--- src/rtl/aht_pkg.sv ---
// ----------------------------------------------------------------------------
// aht_pkg
// Shared widths, operation codes and status codes of the address
// reference-count hash table.
// ----------------------------------------------------------------------------
package aht_pkg;

    localparam int ADDR_W           = 48;
    localparam int COUNT_W          = 32;
    localparam int KIND_W           = 2;
    localparam int STATUS_W         = 2;
    localparam int SLOT_W           = 6;
    localparam int WORD_SHIFT       = 2;
    localparam int DEF_TABLE_DEPTH  = 64;
    localparam int DEF_ADDRESS_BITS = 48;

    typedef logic [KIND_W-1:0]   kind_t;
    typedef logic [STATUS_W-1:0] status_t;

    localparam kind_t KIND_INSERT = 2'd0;
    localparam kind_t KIND_DELETE = 2'd1;
    localparam kind_t KIND_LOOKUP = 2'd2;
    localparam kind_t KIND_SET    = 2'd3;

    localparam status_t STATUS_OK        = 2'd0;
    localparam status_t STATUS_NOT_FOUND = 2'd1;
    localparam status_t STATUS_FULL      = 2'd2;
    localparam status_t STATUS_ZERO_ADDR = 2'd3;

endpackage

--- src/rtl/aht_home.sv ---
// ----------------------------------------------------------------------------
// aht_home
// Home slot unit: (key / word size) mod table depth. A power-of-two depth
// registers the low index bits of the word address; any other depth runs a
// restoring remainder, four bits a cycle.
// ----------------------------------------------------------------------------
module aht_home import aht_pkg::*; #(
    parameter int TABLE_DEPTH = DEF_TABLE_DEPTH,
    parameter int KEY_BITS    = DEF_ADDRESS_BITS
) (
    input  logic                            clk,
    input  logic                            rst_n,
    input  logic                            start,
    input  logic [KEY_BITS-1:0]             key,
    output logic                            done,
    output logic [$clog2(TABLE_DEPTH)-1:0]  home
);

    localparam int  IDX_W  = $clog2(TABLE_DEPTH);
    localparam int  Q_W    = KEY_BITS - WORD_SHIFT;
    localparam bit  IS_POW2 = (TABLE_DEPTH & (TABLE_DEPTH - 1)) == 0;

    generate
        if (IS_POW2) begin : g_pow2
            logic             done_reg;
            logic [IDX_W-1:0] home_reg;

            always_ff @(posedge clk or negedge rst_n)
            begin
                if (!rst_n)
                begin
                    done_reg <= 1'b0;
                    home_reg <= '0;
                end
                else
                begin
                    done_reg <= start;
                    if (start)
                    begin
                        home_reg <= key[IDX_W+WORD_SHIFT-1:WORD_SHIFT];
                    end
                end
            end

            assign done = done_reg;
            assign home = home_reg;
        end
        else begin : g_rem
            localparam int DIGIT  = 4;
            localparam int STEPS  = (Q_W + DIGIT - 1) / DIGIT;
            localparam int PADW   = STEPS * DIGIT;
            localparam int R_W    = IDX_W + 1;
            localparam int SW     = $clog2(STEPS + 1);
            localparam logic [R_W-1:0] DEPTH_R = R_W'(TABLE_DEPTH);

            logic             busy_reg,  busy_next;
            logic             done_reg,  done_next;
            logic [PADW-1:0]  div_reg,   div_next;
            logic [IDX_W-1:0] rem_reg,   rem_next;
            logic [SW-1:0]    step_reg,  step_next;

            always_comb
            begin
                logic [R_W-1:0]   t;
                logic [IDX_W-1:0] r;
                busy_next = busy_reg;
                done_next = 1'b0;
                div_next  = div_reg;
                rem_next  = rem_reg;
                step_next = step_reg;
                r = rem_reg;
                for (int i = 0; i < DIGIT; i++)
                begin
                    t = {r, div_reg[PADW-1-i]};
                    if (t >= DEPTH_R)
                    begin
                        t = t - DEPTH_R;
                    end
                    r = t[IDX_W-1:0];
                end
                if (start)
                begin
                    busy_next = 1'b1;
                    div_next  = PADW'(key[KEY_BITS-1:WORD_SHIFT]);
                    rem_next  = '0;
                    step_next = '0;
                end
                else if (busy_reg)
                begin
                    rem_next  = r;
                    div_next  = div_reg << DIGIT;
                    step_next = step_reg + 1'b1;
                    if (step_reg == SW'(STEPS - 1))
                    begin
                        busy_next = 1'b0;
                        done_next = 1'b1;
                    end
                end
            end

            always_ff @(posedge clk or negedge rst_n)
            begin
                if (!rst_n)
                begin
                    busy_reg <= 1'b0;
                    done_reg <= 1'b0;
                    div_reg  <= '0;
                    rem_reg  <= '0;
                    step_reg <= '0;
                end
                else
                begin
                    busy_reg <= busy_next;
                    done_reg <= done_next;
                    div_reg  <= div_next;
                    rem_reg  <= rem_next;
                    step_reg <= step_next;
                end
            end

            assign done = done_reg;
            assign home = rem_reg;
        end
    endgenerate

endmodule

--- config.mk ---
export PLATFORM = sky130hd
export DESIGN_NAME = aht_home
export DESIGN_NICKNAME = d
export VERILOG_FILES = /design/src/rtl/aht_pkg.sv /design/src/rtl/aht_home.sv
export SDC_FILE = /design/constraint.sdc
export NUM_CORES = 1
export LEC_CHECK = 0
export BUFFER_PORTS_ARGS = -buffer_cell sky130_fd_sc_hd__buf_4
export CAP_MARGIN = 10
export CORE_MARGIN = 2
export CORE_UTILIZATION = 21
export CTS_BUF_LIST = sky130_fd_sc_hd__clkbuf_2
export DETAILED_ROUTE_END_ITERATION = 10
export PLACE_DENSITY = 0.77
export SYNTH_ARGS = -nofsm -noshare
export SYNTH_HDL_FRONTEND = slang
export SYNTH_SLANG_ARGS = --single-unit
--- constraint.sdc ---
create_clock -name clk -period 0.8 [get_ports clk]
set_input_delay 0.08 -clock clk [delete_from_list [all_inputs] [get_ports clk]]
set_output_delay 0.08 -clock clk [all_outputs]
set_load 0.01 [all_outputs]
======== After elaboration in Yosys (flattened, before gate mapping) ========
Index checks and enable logic that the tools add are counted.
word-level totals
  output and inout port bits .............. 7
  register bits ........................... 7

======== Logic depth before layout (Yosys ltp) ========
  word-level depth ........................ 0
  mapped depth ............................ 2
  depth with buffers taken out ............ 1

======== Worst setup path before layout ========
OpenSTA, ideal clock, no wires.
  kind .................................... reg-to-reg
  start ................................... reg, netlist name home[0]
  end ..................................... reg g_pow2.home_reg[0] (netlist: home[0])
  arrival time ............................ 654 ps
  setup slack ............................. 21 ps
  setup time .............................. 125 ps
  stages on the path, launching flop included .. 2
  path buffers ............................ 0
  cells stage by stage .................... dfrtp_1 -> mux2_4
RTL lines
  element               RTL line        text
  end signal, assigned  aht_home.sv:40  home_reg <= key[IDX_W+WORD_SHIFT-1:WORD_SHIFT];
  end, declared         aht_home.sv:26  logic [IDX_W-1:0] home_reg;

======== Worst setup path in the final report ========
  start ................................... reg g_pow2.home_reg[4] (netlist: home[4])
  end ..................................... out home[4]
RTL lines
  element        RTL line        text
  end, declared  aht_home.sv:16  output logic [$clog2(TABLE_DEPTH)-1:0] home
No word-level cell between the ends.

==> results.yml <==
outcome:
  status: "finished, violations left"
  violations: "setup timing"
pwr:
  power_mw: 0.852
  leakage_nw: 0.233
  ir_drop_v: 0.000595
  seq_power_share: 0.486
  pwr-share-comb: 0.219
  power.share.clock: 0.295
  power_switching_share: 0.236
  p_per_area_mw_per_mm2: 1880
  p_switching_mw: 0.201
  power.internal_mw: 0.651
setup_path:
  critPathKind: "flop to output port"
  r2r_setup_slack_ns: 0.01
  cp_data_arrival_time_ns: 0.76
  path_delay_family: "flip-flops"
  rr_worst_depth: 1
  required_ns: 0.72
  r2r-end: "home[4]"
  crit_chain: "buf_6"
  start_kind: "flop"
  max_stage_delay_ns: 0.41
  worst-path-buf-inv: 1
  cp-end-kind: "output port"
  path_max_fanout: 2
  crit_path_top_delay_cell: "dfrtp_1"
  timing.rr.start: "home[4]"
sta:
  period_minus_slack_ns: 0.839
  layout_setup_ws_ns: -0.0391
  worst_pin_slew_ns: 0.120
  setup_viol: 6
  whs_ns: 0.0588
  setup_tns_ns: -0.173
  rsz0062_at_grt: "yes"
  hold_violations: 0
  drv_slew: 0
  fin_crit_sh: 1.05
  fmax_ghz: 1.19
  skew_ns: 0
  slew_headroom: 0.920
synth:
  synth_edf_count: 0
  syn-num-nets: 65
  yosysTopAreaCell: "dfrtp_1"
  ys_top_cells_by_area: "dfrtp_1 63%, mux2_4 33%, buf_6 4.1%"
  ys_seq_area_frac: 0.633
  yosysMostFrequentCell: "dfrtp_1"
  synth_top_area_share: 0.633
  synth_area_um2: 277
  avgSynthCellArea_um2: 19.8
  ys_types: 3
  synthCells: 14
  synthArstFlopShare: 1.00
  synthTopCellsByCount: "7 x dfrtp_1, 6 x mux2_4, 1 x buf_6"
  ys_ff_latch: 7
  yosysWarnings: 0
  dominantRegCellSynth: "dfrtp_1"
global_route:
  antenna_found_initial: 0
  grt_max_degree: 8
  grt_use_total: 0.0914
  overflow: 0
  grt_pass1_vias: 197
  grt_first_pass_wirelength_um: 828
finish:
  layout.nets: 85
  largest_register_ffs: 6
  drive_above_1_share: 0.758
  fill_cells: 149
  areaGrowthSynthToFinish_pct: 63.8
  antenna_cells: 0
  final_util: 0.357
clock_network:
  clk_pin_slew_ns: 0.07
  htree_levels: 1
  cts.sinks: 7
  cts-root-buf: "clkbuf_2"
  clk_latency_ns: 0.22
  cts_tree: "yes"
  clockBufferDepth: 2
  cts_buffers: 3
hold_path:
  hold_class: "input port to flop"
  whs_path_depth: 1
  worstHoldStart: "start"
  hold_path_end: "done"
floorplanning:
  dieArea_mm2: 0.00162
  io_pins: 58
  die_w_um: 40.3
  fp.coreArea_mm2: 0.00127
  start_util: 0.218
  rows: 13
  die_h_um: 40.3
route:
  wl_met2_um: 216
  wire_per_inst_um: 11.1
  wl_met1_um: 243
  viasPerCell: 3.85
  drt-total-wl_um: 535
  drtAntennaViolNets: 0
  first_pass_iters: 2
  wl_met3_um: 75
  num_vias: 185
  drtIter0Drc: 1
  highest_layer: "met3"
  drc_errors: 0
flow_run:
  cap_violations: 0
place:
  portBuffers: 15
  gp_congestion: 0.613
[layout by cell type, fill, tap and decap left out]
| master | instances |
|---|---|
| clkbuf_2 | 4 |
| mux2_4 | 6 |
| buf_4 | 8 |
| dlygate4sd3_1 | 1 |
| dfrtp_1 | 7 |
| buf_6 | 7 |
[worst max-delay path by stage]
stage	from	end	slack [ns]	cells after the start
4_1_cts	home[4]	home[4]	-0.06	1
3_5_place_dp	home[4]	home[4]	0.02	1
5_1_grt	home[4]	home[4]	-0.08	1
3_3_place_gp	home[4]	home[4]	0.04	1
6_report	home[4]	home[4]	-0.04	1
2_1_floorplan	home[0]	home[0]	0.02	1
[per-stage QoR]
step	worst slack, ns	instances	instance area [µm²]
2_1_floorplan	0.0207	14	277
3_3_place_gp	0.0354	43	397
6_report	-0.0391	48	453
3_5_place_dp	0.0241	43	397
4_1_cts	-0.0636	48	453
5_1_grt	-0.0849	48	453
[power by group through the flow]
stage	sequential [mW]	clock (mW)	combinational, mW
3_3_place_gp	0.415	0	0.162
4_1_cts	0.415	0.269	0.189
5_1_grt	0.418	0.286	0.201
6_report	0.414	0.251	0.187
3_5_place_dp	0.415	0	0.166
2_1_floorplan	0.426	0	0.0609
[timing repair]
item | 4_1_cts | 5_1_grt
endpoints found under the setup margin | 7 | 8
resized for setup | 7 | 0
endpoints found under the hold margin | 7 | 0
buffers inserted | 0 | 0
hold buffers | 1 | 0
[metal layers]
metal / global-route usage / up-vias
li1: - / 85
met1: 0.0993 / 84
met2: 0.129 / 16
met3: 0.0833 / 0
met4: 0.0250 / 0
met5: 0 / -
[cells by family (layout without fill, tap and decap cells)]
group,Yosys count,after routing,synth area share
flops,7,7,0.633
buf+inv,1,20,0.0407
mux,6,6,0.326
[area by class of cell]
cell class	instances	area, µm²	share of cell area
Multi-Input combinational cell	6	90.1	0.199
Timing Repair Buffer	16	149	0.329
Clock buffer	4	20.0	0.0442
Sequential cell	7	175	0.387
Tap cell	15	18.8	0.0414
Power figures use the tool's default switching activity.
